## config.mk

```make
export PLATFORM = sky130hd
export DESIGN_NAME = sha256_streaming_hash_unit_flat
export DESIGN_NICKNAME = d
export VERILOG_FILES = /design/src/design/sha256s_pkg.sv /design/src/design/sha256s_chan_if.sv /design/src/design/sha256_streaming_hash_unit.sv /design/src/design/sha256s_core.sv /design/src/flat_wrapper.sv
export VERILOG_INCLUDE_DIRS = /design/src /design/src/design
export SDC_FILE = /design/constraint.sdc
export NUM_CORES = 2
export LEC_CHECK = 0
export ABC_AREA = 1
export BUFFER_PORTS_ARGS = -buffer_cell sky130_fd_sc_hd__buf_2
export CAP_MARGIN = 20
export CORE_MARGIN = 5
export CORE_UTILIZATION = 45
export DETAILED_ROUTE_END_ITERATION = 12
export PLACE_DENSITY = 0.63
export SYNTH_ARGS = -nofsm -noshare
export SYNTH_HDL_FRONTEND = slang
export SYNTH_SLANG_ARGS = --single-unit
export TNS_END_PERCENT = 1
```

## constraint.sdc

```tcl
create_clock -name clock -period 27.3 [get_ports clock]
set_clock_uncertainty 0.05 [all_clocks]
set_input_delay 2.73 -clock clock [delete_from_list [all_inputs] [get_ports clock]]
set_output_delay 2.73 -clock clock [all_outputs]
set_load 0.02 [all_outputs]
```

## src/design/sha256_streaming_hash_unit_macros.svh

```systemverilog
// Assertion macros of the streaming hash unit, used by its top level.
`ifndef SHA256_STREAMING_HASH_UNIT_MACROS_SVH
`define SHA256_STREAMING_HASH_UNIT_MACROS_SVH
`ifndef SYNTHESIS
// Same-cycle implication, checked at every rising clock edge outside reset.
`define SHA_ASSERT_SAME(label, clk, rst, ante, cons, msg) \
   label: assert property (@(posedge clk) disable iff (rst) (ante) |-> (cons)) \
      else $error(msg);
// Next-cycle implication, checked at every rising clock edge outside reset.
`define SHA_ASSERT_NEXT(label, clk, rst, ante, cons, msg) \
   label: assert property (@(posedge clk) disable iff (rst) (ante) |=> (cons)) \
      else $error(msg);
`else
`define SHA_ASSERT_SAME(label, clk, rst, ante, cons, msg)
`define SHA_ASSERT_NEXT(label, clk, rst, ante, cons, msg)
`endif
`endif

```

## src/design/sha256s_pkg.sv

```systemverilog
// Types, constants and round functions of the streaming hash unit.
`default_nettype none
package sha256s_pkg;

   localparam int unsigned WORD_W      = 32;
   localparam int unsigned BLOCK_WORDS = 16;
   localparam int unsigned HASH_WORDS  = 8;
   localparam int unsigned ROUNDS      = 64;
   localparam int unsigned FILL_W      = 6;
   localparam int unsigned TOTAL_W     = 61;
   localparam int unsigned LEN_WORD_HI = 14;
   localparam int unsigned PAD_LIMIT   = 56;

   localparam logic OP_ABSORB = 1'b0;
   localparam logic OP_FINISH = 1'b1;

   localparam logic STATUS_OK       = 1'b0;
   localparam logic STATUS_OVERFLOW = 1'b1;

   localparam logic [7:0] PAD_MARK = 8'h80;

   localparam logic [TOTAL_W-1:0] MAX_BYTES = {TOTAL_W{1'b1}};

   typedef logic [WORD_W-1:0] word_type;
   typedef word_type [BLOCK_WORDS-1:0] block_type;
   typedef word_type [HASH_WORDS-1:0] hash_type;

   typedef enum logic [2:0] {
      ST_IDLE,
      ST_START,
      ST_RUN,
      ST_EMIT
   } state_type;

   typedef enum logic [1:0] {
      PH_MESSAGE,
      PH_PAD_FIRST,
      PH_PAD_LAST
   } phase_type;

   // Control from the sequencer to the round engine.
   typedef struct packed {
      logic start;
      logic init;
   } core_ctrl_type;

   // Status from the round engine to the sequencer.
   typedef struct packed {
      logic busy;
      logic done;
   } core_stat_type;

   localparam hash_type INIT_H = '{
      32'h5be0cd19, 32'h1f83d9ab, 32'h9b05688c, 32'h510e527f,
      32'ha54ff53a, 32'h3c6ef372, 32'hbb67ae85, 32'h6a09e667};

   localparam word_type ROUND_K [ROUNDS] = '{
      32'h428a2f98, 32'h71374491, 32'hb5c0fbcf, 32'he9b5dba5, 32'h3956c25b, 32'h59f111f1,
      32'h923f82a4, 32'hab1c5ed5, 32'hd807aa98, 32'h12835b01, 32'h243185be, 32'h550c7dc3,
      32'h72be5d74, 32'h80deb1fe, 32'h9bdc06a7, 32'hc19bf174, 32'he49b69c1, 32'hefbe4786,
      32'h0fc19dc6, 32'h240ca1cc, 32'h2de92c6f, 32'h4a7484aa, 32'h5cb0a9dc, 32'h76f988da,
      32'h983e5152, 32'ha831c66d, 32'hb00327c8, 32'hbf597fc7, 32'hc6e00bf3, 32'hd5a79147,
      32'h06ca6351, 32'h14292967, 32'h27b70a85, 32'h2e1b2138, 32'h4d2c6dfc, 32'h53380d13,
      32'h650a7354, 32'h766a0abb, 32'h81c2c92e, 32'h92722c85, 32'ha2bfe8a1, 32'ha81a664b,
      32'hc24b8b70, 32'hc76c51a3, 32'hd192e819, 32'hd6990624, 32'hf40e3585, 32'h106aa070,
      32'h19a4c116, 32'h1e376c08, 32'h2748774c, 32'h34b0bcb5, 32'h391c0cb3, 32'h4ed8aa4a,
      32'h5b9cca4f, 32'h682e6ff3, 32'h748f82ee, 32'h78a5636f, 32'h84c87814, 32'h8cc70208,
      32'h90befffa, 32'ha4506ceb, 32'hbef9a3f7, 32'hc67178f2};

   function automatic word_type big_sigma0(input word_type x);
      return {x[1:0], x[31:2]} ^ {x[12:0], x[31:13]} ^ {x[21:0], x[31:22]};
   endfunction

   function automatic word_type big_sigma1(input word_type x);
      return {x[5:0], x[31:6]} ^ {x[10:0], x[31:11]} ^ {x[24:0], x[31:25]};
   endfunction

   function automatic word_type small_sigma0(input word_type x);
      return {x[6:0], x[31:7]} ^ {x[17:0], x[31:18]} ^ {3'b000, x[31:3]};
   endfunction

   function automatic word_type small_sigma1(input word_type x);
      return {x[16:0], x[31:17]} ^ {x[18:0], x[31:19]} ^ {10'b0, x[31:10]};
   endfunction

endpackage
`default_nettype wire

```

## src/design/sha256s_chan_if.sv

```systemverilog
// Request and response channel interfaces of the streaming hash unit.
`default_nettype none
interface sha256s_req_if;
   logic       valid;
   logic       ready;
   logic       op;
   logic [7:0] data_byte;
   modport source (output valid, output op, output data_byte, input ready);
   modport sink (input valid, input op, input data_byte, output ready);
endinterface

interface sha256s_rsp_if;
   logic        valid;
   logic        ready;
   logic [31:0] digest_word;
   logic [2:0]  word_index;
   logic        last_word;
   logic        status;
   modport source (output valid, output digest_word, output word_index,
                   output last_word, output status, input ready);
   modport sink (input valid, input digest_word, input word_index,
                 input last_word, input status, output ready);
endinterface
`default_nettype wire

```

## src/design/sha256_streaming_hash_unit.sv

```systemverilog
// Top level of the streaming hash unit: byte packing, padding and digest output.
//
//   channel   dir   handshake     payload
//   req_chan  in    valid/ready   op, data_byte
//   rsp_chan  out   valid/ready   digest_word, word_index, last_word, status
//
// An absorb beat is taken while the unit is idle; the beat that fills a 64-byte block
// also starts the round engine (one round a cycle over a single round unit).
// A finish beat runs one or two compressions of padded blocks, then eight response beats.
// Reset is synchronous; the unit is ready the cycle after reset falls.
// A stalled response holds the engine; no request is taken until all eight words leave.
`default_nettype none
`include "sha256_streaming_hash_unit_macros.svh"
module sha256_streaming_hash_unit (
   input  wire           clock,
   input  wire           reset,
   sha256s_req_if.sink   req_chan,
   sha256s_rsp_if.source rsp_chan
);

   localparam int unsigned FW = sha256s_pkg::FILL_W;

   sha256s_pkg::state_type     state_ff, state_in;
   sha256s_pkg::phase_type     phase_ff, phase_in;
   sha256s_pkg::block_type     buf_ff, buf_in;
   logic [FW-1:0]              fill_ff, fill_in;
   logic [sha256s_pkg::TOTAL_W-1:0] total_ff, total_in;
   logic                       ovf_ff, ovf_in;
   logic                       two_ff, two_in;
   logic [2:0]                 idx_ff, idx_in;

   sha256s_pkg::core_ctrl_type ctrl;
   sha256s_pkg::core_stat_type stat;
   sha256s_pkg::hash_type      chain;

   logic                       req_fire, rsp_fire;
   logic [63:0]                len_bits;
   sha256s_pkg::block_type     pad_blk;

   assign req_fire = req_chan.valid && req_chan.ready;
   assign rsp_fire = rsp_chan.valid && rsp_chan.ready;
   assign len_bits = {total_ff, 3'b000};

   // First padded block: kept bytes, the marker byte, zeros and maybe the length.
   always_comb begin
      for (int j = 0; j < sha256s_pkg::BLOCK_WORDS; j++) begin
         for (int b = 0; b < 4; b++) begin
            if (FW'(4 * j + b) < fill_ff) begin
               pad_blk[j][8*(3-b) +: 8] = buf_ff[j][8*(3-b) +: 8];
            end else if (FW'(4 * j + b) == fill_ff) begin
               pad_blk[j][8*(3-b) +: 8] = sha256s_pkg::PAD_MARK;
            end else begin
               pad_blk[j][8*(3-b) +: 8] = 8'h00;
            end
         end
      end
      if (fill_ff < FW'(sha256s_pkg::PAD_LIMIT)) begin
         pad_blk[sha256s_pkg::LEN_WORD_HI]     = len_bits[63:32];
         pad_blk[sha256s_pkg::LEN_WORD_HI + 1] = len_bits[31:0];
      end
   end

   // Next state.
   always_comb begin
      state_in = state_ff;
      case (state_ff)
         sha256s_pkg::ST_IDLE: begin
            if (req_fire && (req_chan.op == sha256s_pkg::OP_FINISH
                             || (!ovf_ff && total_ff != sha256s_pkg::MAX_BYTES
                                 && fill_ff == FW'(63)))) begin
               state_in = sha256s_pkg::ST_START;
            end
         end
         sha256s_pkg::ST_START: state_in = sha256s_pkg::ST_RUN;
         sha256s_pkg::ST_RUN: begin
            if (stat.done) begin
               if (phase_ff == sha256s_pkg::PH_MESSAGE) begin
                  state_in = sha256s_pkg::ST_IDLE;
               end else if (two_ff) begin
                  state_in = sha256s_pkg::ST_START;
               end else begin
                  state_in = sha256s_pkg::ST_EMIT;
               end
            end
         end
         sha256s_pkg::ST_EMIT: begin
            if (rsp_fire && idx_ff == 3'd7) begin
               state_in = sha256s_pkg::ST_IDLE;
            end
         end
         default: state_in = sha256s_pkg::ST_IDLE;
      endcase
   end

   // Datapath updates and control outputs.
   always_comb begin
      phase_in   = phase_ff;
      buf_in     = buf_ff;
      fill_in    = fill_ff;
      total_in   = total_ff;
      ovf_in     = ovf_ff;
      two_in     = two_ff;
      idx_in     = idx_ff;
      ctrl.start = 1'b0;
      ctrl.init  = 1'b0;
      case (state_ff)
         sha256s_pkg::ST_IDLE: begin
            if (req_fire && req_chan.op == sha256s_pkg::OP_ABSORB) begin
               if (ovf_ff || total_ff == sha256s_pkg::MAX_BYTES) begin
                  ovf_in = 1'b1;
               end else begin
                  if (fill_ff[1:0] == 2'd0) begin
                     buf_in[fill_ff[FW-1:2]] = {req_chan.data_byte, 24'h0};
                  end else begin
                     buf_in[fill_ff[FW-1:2]][8*(3-fill_ff[1:0]) +: 8] = req_chan.data_byte;
                  end
                  fill_in  = fill_ff + 1'b1;
                  total_in = total_ff + 1'b1;
                  phase_in = sha256s_pkg::PH_MESSAGE;
               end
            end else if (req_fire) begin
               buf_in   = pad_blk;
               two_in   = fill_ff >= FW'(sha256s_pkg::PAD_LIMIT);
               phase_in = sha256s_pkg::PH_PAD_FIRST;
            end
         end
         sha256s_pkg::ST_START: ctrl.start = 1'b1;
         sha256s_pkg::ST_RUN: begin
            if (stat.done && phase_ff != sha256s_pkg::PH_MESSAGE && two_ff) begin
               buf_in = '0;
               buf_in[sha256s_pkg::LEN_WORD_HI]     = len_bits[63:32];
               buf_in[sha256s_pkg::LEN_WORD_HI + 1] = len_bits[31:0];
               two_in   = 1'b0;
               phase_in = sha256s_pkg::PH_PAD_LAST;
            end
            idx_in = '0;
         end
         sha256s_pkg::ST_EMIT: begin
            if (rsp_fire) begin
               idx_in = idx_ff + 1'b1;
               if (idx_ff == 3'd7) begin
                  ctrl.init = 1'b1;
                  fill_in   = '0;
                  total_in  = '0;
                  ovf_in    = 1'b0;
               end
            end
         end
         default: ;
      endcase
   end

   always_ff @(posedge clock) begin
      if (reset) begin
         state_ff <= sha256s_pkg::ST_IDLE;
         phase_ff <= sha256s_pkg::PH_MESSAGE;
         fill_ff  <= '0;
         total_ff <= '0;
         ovf_ff   <= 1'b0;
         two_ff   <= 1'b0;
         idx_ff   <= '0;
      end else begin
         state_ff <= state_in;
         phase_ff <= phase_in;
         fill_ff  <= fill_in;
         total_ff <= total_in;
         ovf_ff   <= ovf_in;
         two_ff   <= two_in;
         idx_ff   <= idx_in;
      end
      buf_ff <= buf_in;
   end

   sha256s_core u_core (
      .clock (clock),
      .reset (reset),
      .ctrl  (ctrl),
      .block (buf_ff),
      .stat  (stat),
      .chain (chain)
   );

   // Handshake and response payload.
   assign req_chan.ready       = (state_ff == sha256s_pkg::ST_IDLE);
   assign rsp_chan.valid       = (state_ff == sha256s_pkg::ST_EMIT);
   assign rsp_chan.digest_word = chain[idx_ff];
   assign rsp_chan.word_index  = idx_ff;
   assign rsp_chan.last_word   = (idx_ff == 3'd7);
   assign rsp_chan.status      = ovf_ff ? sha256s_pkg::STATUS_OVERFLOW
                                        : sha256s_pkg::STATUS_OK;

   // The engine is started only while it is idle.
   `SHA_ASSERT_SAME(a_start_idle, clock, reset, ctrl.start, !stat.busy, "start while busy")
   // Digest words leave only once the engine has finished.
   `SHA_ASSERT_SAME(a_emit_idle, clock, reset, rsp_chan.valid, !stat.busy && !req_chan.ready,
                    "response while busy")
   // The last digest word returns the unit to its initial chaining value.
   `SHA_ASSERT_NEXT(a_reinit, clock, reset, rsp_fire && rsp_chan.last_word,
                    chain[0] == sha256s_pkg::INIT_H[0] && fill_ff == '0, "no reinit")

endmodule
`default_nettype wire

```

## src/design/sha256s_core.sv

```systemverilog
// Round engine: one compression round per cycle over a shared round unit.
`default_nettype none
module sha256s_core (
   input  wire                          clock,
   input  wire                          reset,
   input  sha256s_pkg::core_ctrl_type   ctrl,
   input  sha256s_pkg::block_type       block,
   output sha256s_pkg::core_stat_type   stat,
   output sha256s_pkg::hash_type        chain
);

   localparam int unsigned RND_W = $clog2(sha256s_pkg::ROUNDS);

   sha256s_pkg::hash_type  chain_ff, chain_in;
   sha256s_pkg::hash_type  work_ff, work_in;
   sha256s_pkg::block_type sched_ff, sched_in;
   logic [RND_W-1:0]       round_ff, round_in;
   logic                   busy_ff, busy_in;
   logic                   done_ff, done_in;

   sha256s_pkg::word_type  t1, t2, w_next;
   sha256s_pkg::hash_type  round_out;

   // Shared round unit and schedule extension.
   always_comb begin
      t1 = work_ff[7] + sha256s_pkg::big_sigma1(work_ff[4])
         + ((work_ff[4] & work_ff[5]) ^ (~work_ff[4] & work_ff[6]))
         + sha256s_pkg::ROUND_K[round_ff] + sched_ff[0];
      t2 = sha256s_pkg::big_sigma0(work_ff[0])
         + ((work_ff[0] & work_ff[1]) ^ (work_ff[0] & work_ff[2])
            ^ (work_ff[1] & work_ff[2]));
      round_out[0] = t1 + t2;
      round_out[1] = work_ff[0];
      round_out[2] = work_ff[1];
      round_out[3] = work_ff[2];
      round_out[4] = work_ff[3] + t1;
      round_out[5] = work_ff[4];
      round_out[6] = work_ff[5];
      round_out[7] = work_ff[6];
      w_next = sched_ff[0] + sha256s_pkg::small_sigma0(sched_ff[1]) + sched_ff[9]
             + sha256s_pkg::small_sigma1(sched_ff[14]);
   end

   // Sequencing of the rounds and the final chaining update.
   always_comb begin
      chain_in = chain_ff;
      work_in  = work_ff;
      sched_in = sched_ff;
      round_in = round_ff;
      busy_in  = busy_ff;
      done_in  = 1'b0;
      if (ctrl.init) begin
         chain_in = sha256s_pkg::INIT_H;
      end else if (ctrl.start) begin
         work_in  = chain_ff;
         sched_in = block;
         round_in = '0;
         busy_in  = 1'b1;
      end else if (busy_ff) begin
         work_in  = round_out;
         sched_in = {w_next, sched_ff[sha256s_pkg::BLOCK_WORDS-1:1]};
         round_in = round_ff + 1'b1;
         if (round_ff == RND_W'(sha256s_pkg::ROUNDS - 1)) begin
            busy_in = 1'b0;
            done_in = 1'b1;
            for (int i = 0; i < sha256s_pkg::HASH_WORDS; i++) begin
               chain_in[i] = chain_ff[i] + round_out[i];
            end
         end
      end
   end

   always_ff @(posedge clock) begin
      if (reset) begin
         chain_ff <= sha256s_pkg::INIT_H;
         busy_ff  <= 1'b0;
         done_ff  <= 1'b0;
         round_ff <= '0;
      end else begin
         chain_ff <= chain_in;
         busy_ff  <= busy_in;
         done_ff  <= done_in;
         round_ff <= round_in;
      end
      work_ff  <= work_in;
      sched_ff <= sched_in;
   end

   assign stat.busy = busy_ff;
   assign stat.done = done_ff;
   assign chain     = chain_ff;

endmodule
`default_nettype wire
```

## src/flat_wrapper.sv

```systemverilog
// flat-port wrapper written by rule: the top's interface ports become plain ports
module sha256_streaming_hash_unit_flat 
  (clock, reset, req_chan_valid, req_chan_op, req_chan_data_byte, req_chan_ready, rsp_chan_valid, rsp_chan_digest_word, rsp_chan_word_index, rsp_chan_last_word, rsp_chan_status, rsp_chan_ready);
  sha256s_req_if req_chan_i ();
  sha256s_rsp_if rsp_chan_i ();
  input  wire clock;
  input  wire reset;
  input wire logic [$bits(req_chan_i.valid)-1:0] req_chan_valid;
  input wire logic [$bits(req_chan_i.op)-1:0] req_chan_op;
  input wire logic [$bits(req_chan_i.data_byte)-1:0] req_chan_data_byte;
  output wire logic [$bits(req_chan_i.ready)-1:0] req_chan_ready;
  output wire logic [$bits(rsp_chan_i.valid)-1:0] rsp_chan_valid;
  output wire logic [$bits(rsp_chan_i.digest_word)-1:0] rsp_chan_digest_word;
  output wire logic [$bits(rsp_chan_i.word_index)-1:0] rsp_chan_word_index;
  output wire logic [$bits(rsp_chan_i.last_word)-1:0] rsp_chan_last_word;
  output wire logic [$bits(rsp_chan_i.status)-1:0] rsp_chan_status;
  input wire logic [$bits(rsp_chan_i.ready)-1:0] rsp_chan_ready;
  assign req_chan_i.valid = req_chan_valid;
  assign req_chan_i.op = req_chan_op;
  assign req_chan_i.data_byte = req_chan_data_byte;
  assign req_chan_ready = req_chan_i.ready;
  assign rsp_chan_valid = rsp_chan_i.valid;
  assign rsp_chan_digest_word = rsp_chan_i.digest_word;
  assign rsp_chan_word_index = rsp_chan_i.word_index;
  assign rsp_chan_last_word = rsp_chan_i.last_word;
  assign rsp_chan_status = rsp_chan_i.status;
  assign rsp_chan_i.ready = rsp_chan_ready;
  sha256_streaming_hash_unit u_core (.clock(clock), .reset(reset), .req_chan(req_chan_i), .rsp_chan(rsp_chan_i));
endmodule
```

==> flow_summary_export.csv <==
group,metric,value,unit
timing,finalHoldViolCount,0,
yosys,synthArstFlopShare,0,
critical_path,endpoint_kind,"flip-flop",
global_routing,grt_pass1_vias,90200,
placement,place_inst,15700,
outcome,outcome,"finished clean",
critical_path,required,27.99,ns
run,drv_cap,0,
yosys,synth.most_common_cell,"nand2_1",
timing,drv_slew,0,
drt,wl_per_cell,26.7,um
floorplanning,die-area,0.245,sq mm
placement,dp_hpwl,320,mm
drt,remaining_drc_errors,0,
critical_path,critPathLaunchType,"flip-flop",
clock_tree,cts_hold_buf,0,
yosys,synth_cell_type_count,70,
clock_tree,clockBufferDepth,3,
drt,num_vias,96000,
min_path,hp-class,"flip-flop to flip-flop",
critical_path,arrival,10.97,ns
yosys,synthFlopType,"edfxtp_1",
critical_path,critPathKind,"flip-flop to flip-flop",
cells_and_area,final_layout_size_suffix_gt1_frac,0.0524,
placement,post-place-ws,17.07,ns
floorplanning,start_util,0.451,
clock_tree,clock-root-buffer,"clkbuf_16",
yosys,synth_area,0.106,sq mm
floorplanning,rows,178,
cells_and_area,fin_cells,16000,
floorplanning,core_area,0.235,sq mm
yosys,ys_seq_area_frac,0.428,
timing,fin_crit,10.28,ns
yosys,syn_inst,13000,
critical_path,worstPathMaxFanout,16,
floorplanning,ioPinCount,52,
clock_tree,cts_tree,"yes",
global_routing,grt_pass1_wl,617,mm
floorplanning,die_x,495,um
cells_and_area,syn2layout_area_growth,8.96,%
global_routing,grt_max_degree,239,
clock_tree,clock_sinks,1620,
clock_tree,insertion_delay,0.87,ns
clock_tree,numCtsBuffers,187,
cells_and_area,fin_nets,13300,
clock_tree,ctsResizeCount,0,
clock_tree,path_clk_slew,0.06,ns
yosys,synthesis.nets,13600,
clock_tree,cts_max_level,4,
yosys,synth-edff-count,1280,
global_routing,grt_overflow,0,
yosys,synthTopCellsByArea,"edfxtp_1, nand2_1, a21oi_1",
placement,portBuffers,51,
timing,finalCritPeriodShare,0.377,
floorplanning,die_h,495,um
drt,dr.pass1.iters,9,
timing,rsz0062_at_grt,"no",
placement,place_congestion,1.09,
yosys,yosys.area.top_type,"edfxtp_1",
timing,fmax,97.3,MHz
yosys,synth_seq_cells,1620,
drt,final_antenna_net_count,0,
yosys,synth_top_area_share,0.364,
timing,setup_tns,0,ns
timing,finalSetupViolCount,0,
critical_path,crit_path_top_delay_cell,"dfxtp_1",
timing,slew_headroom,0.112,
critical_path,crit_path_max_incr_delay,0.88,ns
drt,drt-initial-drc-count,11700,
yosys,syn_area_per_cell,8.15,sq um
timing,worstMarginPinSlew,1.33,ns
yosys,yosysWarnings,0,
timing,setup_ws,17.02,ns
yosys,synth_common_cells,"nand2_1, inv_1, a21oi_1",
drt,totalWireLength,428,mm
global_routing,antenna_found_initial,12,
placement,placedInstanceArea,0.109,sq mm
global_routing,grt.total_usage,0.338,
cells_and_area,stdcell_area,0.115,sq mm
critical_path,crit_path_frequent_cell,"nand2_1",
clock_tree,postCtsSetupBuffers,0,
drt,via_per_inst,5.99,
==> final timing paths <==
kind | from | end | slack, ns | cells past startpoint
max reg2reg | u_core.u_core.round_ff[0]$_SDFFE_PP0P_ | u_core.u_core.chain[31]$_SDFFE_PP0P_ | 17.02 | 47
max | u_core.u_core.round_ff[0]$_SDFFE_PP0P_ | u_core.u_core.chain[31]$_SDFFE_PP0P_ | 17.02 | 47
min | u_core.phase_ff[1]$_SDFFE_PP0P_ | u_core.phase_ff[1]$_SDFFE_PP0P_ | 0.42 | 2
min reg2reg | u_core.phase_ff[1]$_SDFFE_PP0P_ | u_core.phase_ff[1]$_SDFFE_PP0P_ | 0.42 | 2
==> cells in the final DEF (no fill, tap or decap), types with 181 or more instances in the layout <==
master	count
inv_1	1676
nand2_1	2572
xnor2_1	181
nand3_1	368
ha_1	405
nor2_1	707
dfxtp_1	338
edfxtp_1	1280
o21ai_0	1445
xor2_1	271
o211ai_1	330
a21oi_1	1473
clkbuf_16	191
fa_1	195
==> metal layers <==
layer	vias up	wire length [um]	track usage
li1	43800	-	-
met1	46100	169000	0.441
met2	4952	192000	0.535
met3	1064	36400	0.0540
met4	6	30500	0.194
met5	-	39	0
==> kinds of logic after synthesis <==
group / synth area share
buffers and inverters: 0.0853
adder cells (fa/ha/maj): 0.0874
flip-flops: 0.428
XOR/XNOR: 0.0374
multiplexers: 0.0000947
AO/OA/AOI/OAI: 0.206
AND/OR/NAND/NOR: 0.156
==> layout make-up <==
type / count / area [sq um]
Fill cell: 22600 / 119000
Multi-Input combinational cell: 8981 / 51600
Sequential cell: 1620 / 45300
Inverter: 1713 / 6470
Clock buffer: 236 / 5020
Tap cell: 3150 / 3940
Timing Repair Buffer: 211 / 1650
Clock inverter: 113 / 1290
Antenna cell: 4 / 10.0
==> critical path, delay by kind of cell, from the launching register on <==
family          cells  cell delay, ns
simple gates       19            2.49
flops               1            0.88
buf+inv             7            0.64
fa+ha+maj           6            2.62
xor+xnor            1            0.40
compound gates     14            3.09
==> metrics by stage <==
step / hold WS (ns) / util
2_1_floorplan: 0.384 / -
3_3_place_gp: 0.399 / 0.463
3_5_place_dp: 0.401 / 0.464
4_1_cts: 0.409 / 0.490
5_1_grt: 0.431 / 0.491
6_report: 0.420 / 0.491
==> flip-flops by register name, summed over array words and instances, names as in the netlist <==
register	count
u_core.u_core.busy_ff	1
u_core.two_ff	1
u_core.u_core.chain	256
u_core.u_core.sched_ff	512
u_core.u_core.work_ff	64
u_core.total_ff	61
u_core.ovf_ff	1
u_core.phase_ff	2
u_core.u_core.done_ff	1
u_core.state_ff	2
u_core.u_core.round_ff	6
u_core.u_core.round_out	192
u_core.rsp_chan.word_index	3
u_core.buf_ff	512
u_core.fill_ff	6
Power is not shown: default switching activity piles up to over one toggle a cycle in this logic, so the estimate is an artifact.
